--- src/rtl/teq_pkg.sv ---
`timescale 1ns / 1ps
// ----------------------------------------------------------------------------
// teq_pkg
// Shared types, constants and pointer helpers for the timed event queue.
// ----------------------------------------------------------------------------
package teq_pkg;

   // Queue sizing
   localparam int QUEUE_DEPTH = 16;
   localparam int HANDLE_BITS = 16;
   localparam int PTR_BITS    = (QUEUE_DEPTH > 2) ? $clog2(QUEUE_DEPTH) : 1;
   localparam int CNT_BITS    = $clog2(QUEUE_DEPTH + 1);
   localparam int SUM_BITS    = CNT_BITS + 1;

   // Field widths fixed by the interface
   localparam int TIME_BITS = 63;
   localparam int DELAY_BITS = 64;
   localparam int IN_HANDLE_BITS = 16;
   localparam int OUT_HANDLE_BITS = 16;
   localparam int WAIT_BITS = 54;

   // Time limits
   localparam logic [TIME_BITS-1:0] TIME_MAX = '1;
   localparam logic [TIME_BITS-1:0] WAIT_CAP = TIME_MAX / 63'd1000;

   typedef enum logic [0:0] {
      OP_POST = 1'b0,
      OP_POLL = 1'b1
   } opcode_type;

   typedef enum logic [2:0] {
      STS_POSTED      = 3'd0,
      STS_FULL        = 3'd1,
      STS_DELIVERED   = 3'd2,
      STS_EMPTY       = 3'd3,
      STS_NOT_DUE     = 3'd4,
      STS_NOT_RUNNING = 3'd5
   } status_type;

   typedef struct packed {
      opcode_type                  opcode;
      logic [TIME_BITS-1:0]        now_us;
      logic signed [DELAY_BITS-1:0] delay_us;
      logic [IN_HANDLE_BITS-1:0]   message_handle;
   } req_word_type;

   typedef struct packed {
      status_type                 status;
      logic [OUT_HANDLE_BITS-1:0] delivered_handle;
      logic [WAIT_BITS-1:0]       wait_us;
   } rsp_word_type;

   typedef struct packed {
      logic [TIME_BITS-1:0]   due_us;
      logic [HANDLE_BITS-1:0] handle;
   } entry_type;

   typedef enum logic [2:0] {
      ST_IDLE,
      ST_POST_SUM,
      ST_POST_SCAN,
      ST_POLL_DIFF,
      ST_POLL_DONE,
      ST_REPLY
   } state_type;

   // Advance a ring pointer by one
   function automatic logic [PTR_BITS-1:0] ptr_inc(input logic [PTR_BITS-1:0] ptr);
      logic [PTR_BITS-1:0] res;
      if (ptr == PTR_BITS'(QUEUE_DEPTH - 1)) begin
         res = '0;
      end else begin
         res = ptr + 1'b1;
      end
      return res;
   endfunction

   // Step a ring pointer back by one
   function automatic logic [PTR_BITS-1:0] ptr_dec(input logic [PTR_BITS-1:0] ptr);
      logic [PTR_BITS-1:0] res;
      if (ptr == '0) begin
         res = PTR_BITS'(QUEUE_DEPTH - 1);
      end else begin
         res = ptr - 1'b1;
      end
      return res;
   endfunction

   // Ring pointer plus an entry count
   function automatic logic [PTR_BITS-1:0] ptr_add(input logic [PTR_BITS-1:0] ptr,
                                                   input logic [CNT_BITS-1:0] cnt);
      logic [SUM_BITS-1:0] sum;
      sum = SUM_BITS'(ptr) + SUM_BITS'(cnt);
      if (sum >= SUM_BITS'(QUEUE_DEPTH)) begin
         sum = sum - SUM_BITS'(QUEUE_DEPTH);
      end
      return PTR_BITS'(sum);
   endfunction

endpackage

--- src/rtl/timed_event_queue_top.sv ---
`timescale 1ns / 1ps
// ----------------------------------------------------------------------------
// timed_event_queue_top
// Time-ordered queue of message handles kept in a ring memory.
// ----------------------------------------------------------------------------
// The block takes one word at a time. A post word computes its due time and
// is placed by an insertion walk from the tail of a ring memory (one read and
// one write port, registered read): every queued entry due later moves up one
// slot per cycle, and a post passes through the sum state, one scan step for
// each queued entry due strictly later plus the inserting step, and the reply
// state. A poll reads the head, subtracts and caps the wait in its diff and
// done states; a poll on a stopped or empty queue goes straight to the reply
// state. Equal due times leave in arrival order. A post to a full queue is
// answered with the full status from the sum state and dropped. The next word
// is accepted only once the previous result is loaded into the result
// register, and that register lets it be accepted while that result waits.
// Reset clears the state, run flag, pointers, count and output valid; entries
// are never read before they are written.
module timed_event_queue_top
   import teq_pkg::*;
(
   input  logic         clock,
   input  logic         reset,
   input  logic         req_valid,
   output logic         req_ready,
   input  req_word_type req_word,
   output logic         rsp_valid,
   input  logic         rsp_ready,
   output rsp_word_type rsp_word,
   input  logic         csr_valid,
   output logic         csr_ready,
   input  logic         csr_wdata
);

   // Ring memory
   entry_type queue_mem [QUEUE_DEPTH];
   entry_type mem_rd_ff;
   logic [PTR_BITS-1:0] rd_addr;
   logic                wr_en;
   logic [PTR_BITS-1:0] wr_addr;
   entry_type           wr_data;

   // Control and datapath registers
   state_type             state_ff, state_in;
   logic                  enabled_ff;
   logic [PTR_BITS-1:0]   head_ff, head_in;
   logic [PTR_BITS-1:0]   tail_ff, tail_in;
   logic [CNT_BITS-1:0]   count_ff, count_in;
   logic [CNT_BITS-1:0]   left_ff, left_in;
   logic [PTR_BITS-1:0]   wr_ff, wr_in;
   req_word_type          req_ff;
   logic [TIME_BITS-1:0]  when_ff, when_in;
   logic [TIME_BITS-1:0]  diff_ff, diff_in;
   logic                  late_ff, late_in;
   rsp_word_type          res_ff, res_in;
   logic                  rsp_valid_ff, rsp_valid_in;
   rsp_word_type          rsp_ff;

   logic                  req_fire;
   logic                  out_free;
   logic                  is_full;
   logic                  scan_insert;
   logic                  delay_pos;
   logic [TIME_BITS:0]    due_sum;
   logic [TIME_BITS:0]    head_diff;

   assign req_ready = (state_ff == ST_IDLE);
   assign req_fire  = req_valid && req_ready;
   assign csr_ready = 1'b1;
   assign out_free  = !rsp_valid_ff || rsp_ready;
   assign rsp_valid = rsp_valid_ff;
   assign rsp_word  = rsp_ff;
   assign is_full   = (count_ff == CNT_BITS'(QUEUE_DEPTH));

   // Due time: now plus a positive delay, saturated at the largest time
   assign delay_pos = !req_ff.delay_us[DELAY_BITS-1] && (req_ff.delay_us != '0);
   assign due_sum   = {1'b0, req_ff.now_us} + {1'b0, req_ff.delay_us[TIME_BITS-1:0]};

   // Head due time minus now; the top bit is the borrow
   assign head_diff = {1'b0, mem_rd_ff.due_us} - {1'b0, req_ff.now_us};

   // Stop the walk at the first entry due at or before the new one
   assign scan_insert = (left_ff == '0) || !(mem_rd_ff.due_us > when_ff);

   // Next state
   always_comb begin
      state_in = state_ff;
      case (state_ff)
         ST_IDLE: begin
            if (req_fire) begin
               if (req_word.opcode == OP_POST) begin
                  state_in = ST_POST_SUM;
               end else if (!enabled_ff || count_ff == '0) begin
                  state_in = ST_REPLY;
               end else begin
                  state_in = ST_POLL_DIFF;
               end
            end
         end
         ST_POST_SUM: begin
            state_in = is_full ? ST_REPLY : ST_POST_SCAN;
         end
         ST_POST_SCAN: begin
            if (scan_insert) begin
               state_in = ST_REPLY;
            end
         end
         ST_POLL_DIFF: state_in = ST_POLL_DONE;
         ST_POLL_DONE: state_in = ST_REPLY;
         ST_REPLY: begin
            if (out_free) begin
               state_in = ST_IDLE;
            end
         end
         default: state_in = ST_IDLE;
      endcase
   end

   // Datapath, memory control and result
   always_comb begin
      head_in      = head_ff;
      tail_in      = tail_ff;
      count_in     = count_ff;
      left_in      = left_ff;
      wr_in        = wr_ff;
      when_in      = when_ff;
      diff_in      = diff_ff;
      late_in      = late_ff;
      res_in       = res_ff;
      rsp_valid_in = rsp_valid_ff && !rsp_ready;
      rd_addr      = head_ff;
      wr_en        = 1'b0;
      wr_addr      = wr_ff;
      wr_data      = '{due_us: when_ff, handle: HANDLE_BITS'(req_ff.message_handle)};
      case (state_ff)
         ST_IDLE: begin
            // Answer stopped or empty polls at once; else fetch the head
            rd_addr = head_ff;
            res_in  = '{status: STS_EMPTY, delivered_handle: '0, wait_us: '0};
            if (!enabled_ff) begin
               res_in.status = STS_NOT_RUNNING;
            end
         end
         ST_POST_SUM: begin
            // Latch the due time and fetch the last entry
            when_in = delay_pos ? (due_sum[TIME_BITS] ? TIME_MAX : due_sum[TIME_BITS-1:0])
                                : req_ff.now_us;
            rd_addr = ptr_dec(tail_ff);
            wr_in   = tail_ff;
            left_in = count_ff;
            res_in  = '{status: STS_FULL, delivered_handle: '0, wait_us: '0};
         end
         ST_POST_SCAN: begin
            wr_en   = 1'b1;
            wr_addr = wr_ff;
            rd_addr = ptr_dec(ptr_dec(wr_ff));
            if (scan_insert) begin
               // Drop the new entry into the gap
               tail_in  = ptr_inc(tail_ff);
               count_in = count_ff + 1'b1;
               res_in   = '{status: STS_POSTED, delivered_handle: '0, wait_us: '0};
            end else begin
               // Move the later entry up one slot
               wr_data = mem_rd_ff;
               wr_in   = ptr_dec(wr_ff);
               left_in = left_ff - 1'b1;
            end
         end
         ST_POLL_DIFF: begin
            diff_in = head_diff[TIME_BITS-1:0];
            late_in = head_diff[TIME_BITS] || (head_diff == '0);
            res_in  = '{status: STS_DELIVERED,
                        delivered_handle: OUT_HANDLE_BITS'(mem_rd_ff.handle),
                        wait_us: '0};
         end
         ST_POLL_DONE: begin
            if (late_ff) begin
               // Pop the head
               head_in  = ptr_inc(head_ff);
               count_in = count_ff - 1'b1;
            end else begin
               res_in.status           = STS_NOT_DUE;
               res_in.delivered_handle = '0;
               res_in.wait_us = WAIT_BITS'((diff_ff > WAIT_CAP) ? WAIT_CAP : diff_ff);
            end
         end
         ST_REPLY: begin
            if (out_free) begin
               rsp_valid_in = 1'b1;
            end
         end
         default: begin
            rd_addr = head_ff;
         end
      endcase
   end

   // Ring memory with registered read
   always_ff @(posedge clock) begin
      if (wr_en) begin
         queue_mem[wr_addr] <= wr_data;
      end
      mem_rd_ff <= queue_mem[rd_addr];
   end

   // Control registers
   always_ff @(posedge clock) begin
      if (reset) begin
         state_ff     <= ST_IDLE;
         enabled_ff   <= 1'b0;
         head_ff      <= '0;
         tail_ff      <= '0;
         count_ff     <= '0;
         rsp_valid_ff <= 1'b0;
      end else begin
         state_ff     <= state_in;
         head_ff      <= head_in;
         tail_ff      <= tail_in;
         count_ff     <= count_in;
         rsp_valid_ff <= rsp_valid_in;
         if (csr_valid && csr_ready) begin
            enabled_ff <= csr_wdata;
         end
      end
   end

   // Payload registers
   always_ff @(posedge clock) begin
      if (req_fire) begin
         req_ff <= req_word;
      end
      if (state_ff == ST_REPLY && out_free) begin
         rsp_ff <= res_ff;
      end
      left_ff <= left_in;
      wr_ff   <= wr_in;
      when_ff <= when_in;
      diff_ff <= diff_in;
      late_ff <= late_in;
      res_ff  <= res_in;
   end

   // Checks
   a_count_bound: assert property (@(posedge clock) disable iff (reset)
      count_ff <= CNT_BITS'(QUEUE_DEPTH))
      else $error("entry count beyond queue depth");

   a_ring_consistent: assert property (@(posedge clock) disable iff (reset)
      ptr_add(head_ff, count_ff) == tail_ff)
      else $error("tail pointer out of step with head and count");

   a_stopped_poll_keeps_queue: assert property (@(posedge clock) disable iff (reset)
      (req_fire && req_word.opcode == OP_POLL && !enabled_ff) |=>
         ($stable(count_ff) && $stable(head_ff)))
      else $error("poll on a stopped queue changed the queue");

   a_insert_grows: assert property (@(posedge clock) disable iff (reset)
      (state_ff == ST_POST_SCAN && scan_insert) |=> count_ff == $past(count_ff) + 1'b1)
      else $error("insert did not grow the queue by one");

   a_full_only_when_full: assert property (@(posedge clock) disable iff (reset)
      (state_ff == ST_POST_SUM && !is_full) |=> state_ff == ST_POST_SCAN)
      else $error("post refused on a queue with room");

endmodule
--- config.mk ---
export PLATFORM = sky130hd
export DESIGN_NAME = timed_event_queue_top
export DESIGN_NICKNAME = d
export VERILOG_FILES = /design/src/rtl/teq_pkg.sv /design/src/rtl/timed_event_queue_top.sv
export SDC_FILE = /design/constraint.sdc
export NUM_CORES = 2
export LEC_CHECK = 0
export ABC_CLOCK_PERIOD_IN_PS = 7150
export BUFFER_PORTS_ARGS = -buffer_cell sky130_fd_sc_hd__buf_2
export CAP_MARGIN = 25
export CORE_ASPECT_RATIO = 1.2
export CORE_UTILIZATION = 62
export CTS_BUF_LIST = sky130_fd_sc_hd__clkbuf_4 sky130_fd_sc_hd__clkbuf_8 sky130_fd_sc_hd__clkbuf_16
export DETAILED_ROUTE_END_ITERATION = 16
export PLACE_DENSITY = 0.79
export REMOVE_ABC_BUFFERS = 1
export SYNTH_ARGS = -nofsm -noshare
export SYNTH_HDL_FRONTEND = slang
export SYNTH_SLANG_ARGS = --single-unit
--- constraint.sdc ---
create_clock -name clock -period 7.15 [get_ports clock]
set_input_delay 0.715 -clock clock [delete_from_list [all_inputs] [get_ports clock]]
set_output_delay 0.715 -clock clock [all_outputs]
set_load 0.02 [all_outputs]
# Yosys cells after proc, flatten, opt, wreduce, memory -nomap -nowiden

Memory sizes are Yosys's and may differ from the RTL's. A register that Yosys moved wholly into a read port is not among the register bits.
Index checks and enable logic that the tools add are counted.
Widths: inputs -> output; s select.

Logic and storage cells: 112
Input bits: 150
Register bits: 443
Bits in writable memories: 1,264
Output and inout bits: 76
Memories kept: 1

Eq/ne operators: 14
Reductions and logical operators: 30
Magnitude comparators: 2
Multiplexer cells: 35
$add $sub $neg: 10

Memory list:

| name      | words | bits a word | rd ports | clocked after Yosys merged registers in | wr ports | line                        | source |
|---|---|---|---|---|---|---|---|
| queue_mem | 16    | 79          | 1        | 1                                       | 1        | timed_event_queue_top.sv:36 | `entry_type queue_mem [QUEUE_DEPTH];` |

Operators by type and width:

| operator             | count |
|---|---|
| $pmux 73 s5          | 1 |
| $mux 79              | 2 |
| $mux 73              | 2 |
| $mux 63              | 2 |
| $add 63x63->64       | 1 |
| $logic_not 64->1     | 1 |
| $reduce_bool 64->1   | 1 |
| $sub 63x63->64       | 1 |
| $gt 63x54->1 const B | 1 |
| $gt 63x63->1         | 1 |
| $mux 54              | 1 |
| $mux 4               | 7 |
| $mux 3               | 7 |
| $pmux 5 s2           | 2 |
| $pmux 3 s6           | 1 |
| $pmux 4 s2           | 2 |
| $mux 5               | 3 |
| $logic_not 4->1      | 3 |
| $sub 4x1->4 const B  | 3 |
| $logic_not 5->1      | 2 |
| $ne 2x2->1 const B   | 5 |
| $sub 5x1->5 const B  | 2 |
| $reduce_and 3->1     | 3 |
| $add 4x1->4 const B  | 2 |
| 15 further kinds     | 35 |

# Logic depth before layout (Yosys ltp)

Depth after elaboration: 6
Depth in mapped cells: 15
Depth with buffers taken out: 14

# Worst setup path after synthesis

Ideal clock, no wire load.

Kind: flip-flop to flip-flop
From: register when_ff[1]
To: register res_ff[0] (netlist bit), enable pin
Arrival time: 5.443 ns
Buffers on the path: 0
Period minus slack after synthesis: 5.971 ns
Slack: 1.179 ns
Stages on the path, launching flop included: 13
Data required time: 6.622 ns
Setup time: 0.528 ns
Path through: edfxtp_1 > inv_1 > ha_1 > nor2b_1 > o21a_1 > o21a_1 > o21bai_1 > a211oi_1 > o21ai_0 > a21oi_1 > o221ai_1 > o21ai_0 > a21oi_1

Longest elaborated chain between the ends: 5

Ends and longest elaborated chain:

| element                    | line                         | source |
|---|---|---|
| start, declared            | timed_event_queue_top.sv:52  | `logic [TIME_BITS-1:0] when_ff, when_in;` |
| start signal, assigned     | timed_event_queue_top.sv:237 | `when_ff <= when_in;` |
| $gt 63x63->1               | timed_event_queue_top.sv:83  | `assign scan_insert = (left_ff == '0) \|\| !(mem_rd_ff.due_us > when_ff);` |
| $logic_not 1->1            | timed_event_queue_top.sv:83  |  |
| $logic_or 1x1->1           | timed_event_queue_top.sv:83  |  |
| $ne 2x2->1 (no line)       | --                           |  |
| $reduce_and 3->1 (no line) | --                           |  |
| end signal, assigned       | timed_event_queue_top.sv:240 | `res_ff <= res_in;` |
| end, declared              | timed_event_queue_top.sv:55  | `rsp_word_type res_ff, res_in;` |

Every way passes these cells.
A chain may end at the register's enable or synchronous reset.

==> results.sh <==
export IMPL_chipWidth_um=326
export IMPL_p_total_w=0.0334
export IMPL_antenna_found_initial=8
export IMPL_coreArea_um2=125000
export IMPL_postCtsHoldBufs=0
export IMPL_worst_slack_ps=2100
export IMPL_cts_repair_resized=0
export IMPL_seqPwrFrac_pct=40.4
export IMPL_switching_share_pct=34.8
export IMPL_root_buffer="clkbuf_16"
export IMPL_crit_arrival_ps=5560
export IMPL_clock_path_buffers=3
export IMPL_wl_per_cell_um=26.6
export IMPL_dpl_hpwl_um=126000
export IMPL_ios=226
export IMPL_crit_required_ps=7660
export IMPL_final_common_cell="edfxtp_1"
export IMPL_crit_chain="inv_1 > ha_1 > a21o_1 > a21o_1 > a21oi_1 > o21ai_0 > a21oi_1 > a21oi_1 > o221ai_1 > or2_4 > buf_4 > mux2_2"
export IMPL_slew_headroom_pct=22.4
export IMPL_cts_setup_buffers=0
export IMPL_rows=142
export IMPL_synthAdderAreaFrac_pct=3.33
export IMPL_intPower_w=0.0218
export IMPL_cts_sinks=1786
export IMPL_grt_util_met2_pct=51.4
export IMPL_grt_max_degree=163
export IMPL_die_height_um=391
export IMPL_post_route_period_util_pct=70.7
export IMPL_vias_per_cell=6.60
export IMPL_start_util_pct=62.5
export IMPL_tightest_slew_ps=1160
export IMPL_combPwrFrac_pct=32.0
export IMPL_ir_worst_vdd_v=0.000403
export IMPL_grt_total_usage_pct=32.2
export IMPL_p_sw_w=0.0116
export IMPL_drt_iter0_markers=6129
export IMPL_wl_um=207000
export IMPL_firstDrtPassIters=6
export IMPL_synth_area_um2=78100
export IMPL_synth_compound_area_share_pct=14.3
export IMPL_grt_pass1_wl_um=304000
export IMPL_worst_path_max_fanout=51
export IMPL_use_met1_pct=43.4
export IMPL_synthArstFlopShare_pct=0
export IMPL_max_freq_ghz=0.198
export IMPL_synth_xor_area_share_pct=1.27
export IMPL_htreeDepth=4
export IMPL_rsz0062_at_grt="false"
export IMPL_synthCells=5883
export IMPL_grtUsageMet3_pct=5.61
export IMPL_dp_cells=7479
export IMPL_slew_violations=0
export IMPL_area_delta_synth_final_pct=10.9
export IMPL_clk_pin_slew_ps=60
export IMPL_drv_cap=0
export IMPL_layout_common_cells="edfxtp_1 (1,689), nand2_1 (765), a211oi_1 (410)"
export IMPL_synth_top_family_by_area="compound AO/OA/AOI/OAI gates"
export IMPL_synth_edf_count=1689
export IMPL_crit_type="flop to flop"
export IMPL_synth_distinct_cells=107
export IMPL_synthMuxAreaShare_pct=1.21
export IMPL_endpoint_kind="flop"
export IMPL_final_layout_size_suffix_gt1_share_pct=12.7
export IMPL_cp_slowest_cell="or2_4"
export IMPL_cpPeakStageDelay_ps=890
export IMPL_synth_simple_gate_area_share_pct=9.63
export IMPL_clock_latency_ps=830
export IMPL_skew_ps=39.0
export IMPL_pwr_share_clk_pct=27.6
export IMPL_ys_ff_latch=1786
export IMPL_status="completed"
export IMPL_setup_viol=0
export IMPL_hold_violations=0
export IMPL_synth_area_leaders="edfxtp_1 (65%), a211oi_1 (3.9%), nand2_1 (3.7%), ha_1 (3.3%), and2_1 (2.7%)"
export IMPL_p_leak_nw=30.2
export IMPL_grt_pass1_vias=49514
export IMPL_ys_warnings_count=0
export IMPL_fin_area_um2=86600
export IMPL_start_kind="flop"
export IMPL_drc=0
export IMPL_vias=51391
export IMPL_powerDensity_nw_per_um2=386
export IMPL_dp_slack_ps=2290
export IMPL_finalNonFillerCells=7790
export IMPL_cts_buffers_inserted=166
export IMPL_ys_flop_type="edfxtp_1"
export IMPL_yosysTopAreaCell="edfxtp_1"
export IMPL_synth_top_area_share_pct=65.0
export IMPL_gp_congestion=1.02
export IMPL_avgSynthCellArea_um2=13.3
export IMPL_ant_nets=0
export IMPL_seq_area_frac_synth_pct=67.5
export IMPL_port_buffers=224
export IMPL_tritoncts="built"
export IMPL_grt_ovfl_total=0
export IMPL_die_area_um2=127000
export IMPL_cp_common_cell="a21oi_1"
export IMPL_num_nets_final=6350
export IMPL_post_route_min_period_ps=5050
export IMPL_busiest_layer="met2"
export IMPL_hp_class="input port to flop"
export IMPL_place_area_um2=80800
worst max-delay path, delay by kind of cell, from the launching register on:
family / cells / cell delay, ps
AOI/OAI and AO/OA: 7 / 2090
and+or+nand+nor: 1 / 890
buffers and inverters: 2 / 540
muxes: 1 / 510
DFF: 1 / 400
adders and majority gates: 1 / 230
power by group through the flow:
| stage | logic, W | clock network, W | registers [W] |
|---|---|---|---|
| finish | 0.0107 | 0.00923 | 0.0135 |
| floorplan | 0.00818 | 0 | 0.0135 |
| global placement | 0.0102 | 0 | 0.0137 |
| CTS | 0.0105 | 0.00927 | 0.0135 |
| detailed placement | 0.0104 | 0 | 0.0137 |
| global route | 0.0116 | 0.00967 | 0.0135 |
path summary, 6_finish.rpt:
| kind | start | end | slack, ps | cells past startpoint |
|---|---|---|---|---|
| min reg2reg | res_ff[67]$_DFFE_PP_ | rsp_word[67]$_DFFE_PP_ | 420 | 0 |
| max | when_ff[28]$_DFFE_PP_ | queue_mem[7][48]$_DFFE_PP_ | 2100 | 12 |
| max reg2reg | when_ff[28]$_DFFE_PP_ | queue_mem[7][48]$_DFFE_PP_ | 2100 | 12 |
| min | req_word[119] | req_ff[119]$_DFFE_PP_ | 60 | 1 |
final cells by class:
type,instances,area [um^2]
clock buffer,212,4600
clock inverter,94,1150
fill,8146,38300
inverter,198,746
timing repair buffer,298,1990
multi-input combinational,3544,23400
tap,1656,2070
sequential,1786,52700
antenna,2,5.00
cell families after synthesis:
| kind of cell | count (synthesis) |
|---|---|
| flip-flops | 1786 |
| AO/OA/AOI/OAI | 1574 |
| AND/OR/NAND/NOR | 1565 |
| buffers and inverters | 553 |
| adder cells (fa/ha/maj) | 206 |
| XOR/XNOR | 113 |
| multiplexers | 85 |
| other | 1 |
flip-flops by register name (all words and copies together) (netlist names), 3 cells and up:
register / cells
wr_addr: 4
tail_ff: 4
mem_rd_ff: 79
req_ff: 143
rsp_word: 73
left_ff: 5
when_ff: 63
state_ff: 3
head_ff: 4
queue_mem: 1264
count_ff: 5
res_ff: 73
diff_ff: 63
cell usage after synthesis (7+ instances only):
| master | instances |
|---|---|
| edfxtp_1 | 1689 |
| o21bai_1 | 27 |
| nand2_1 | 765 |
| a311oi_1 | 162 |
| a2bb2oi_1 | 7 |
| o221ai_1 | 10 |
| nor3_1 | 43 |
| nand2b_1 | 10 |
| or2_2 | 7 |
| o21ai_0 | 107 |
| nand3_1 | 34 |
| mux2i_1 | 7 |
| o211ai_1 | 17 |
| and4_1 | 7 |
| buf_2 | 38 |
| a22oi_2 | 50 |
| nor2_1 | 136 |
| a21o_1 | 85 |
| o21ai_1 | 9 |
| xor2_1 | 41 |
| nor2b_1 | 21 |
| dfxtp_1 | 97 |
| o21a_1 | 51 |
| xnor2_1 | 72 |
| or3_1 | 13 |
| nor4_1 | 37 |
| inv_1 | 197 |
| o31ai_1 | 9 |
| ha_1 | 203 |
| and3_1 | 59 |
| a211o_1 | 10 |
| a21oi_1 | 349 |
| clkbuf_1 | 290 |
| nand4_1 | 56 |
| and2_0 | 10 |
| or4_1 | 9 |
| mux2_2 | 78 |
| a21boi_0 | 7 |
| buf_1 | 16 |
| and2_1 | 335 |
| a31oi_1 | 179 |
| a211oi_1 | 410 |
routing by layer:
| metal | part of all wire [%] | up-vias |
|---|---|---|
| met1 | 38 | 25370 |
| met3 | 10 | 521 |
| met2 | 47 | 2785 |
| met5 | 0.017 | - |
| li1 | - | 22709 |
| met4 | 4.8 | 6 |
metrics by stage:
step	TNS [ps]	hold slack (ps)	util [%]
after floorplan	-1312830	400	-
after global placement	0	401	64.6
after detailed placement	0	405	64.7
after CTS	0	19.0	69.3
after global routing	0	39.0	69.3
final	0	57.3	69.3
Power figures use the tool's default switching activity.
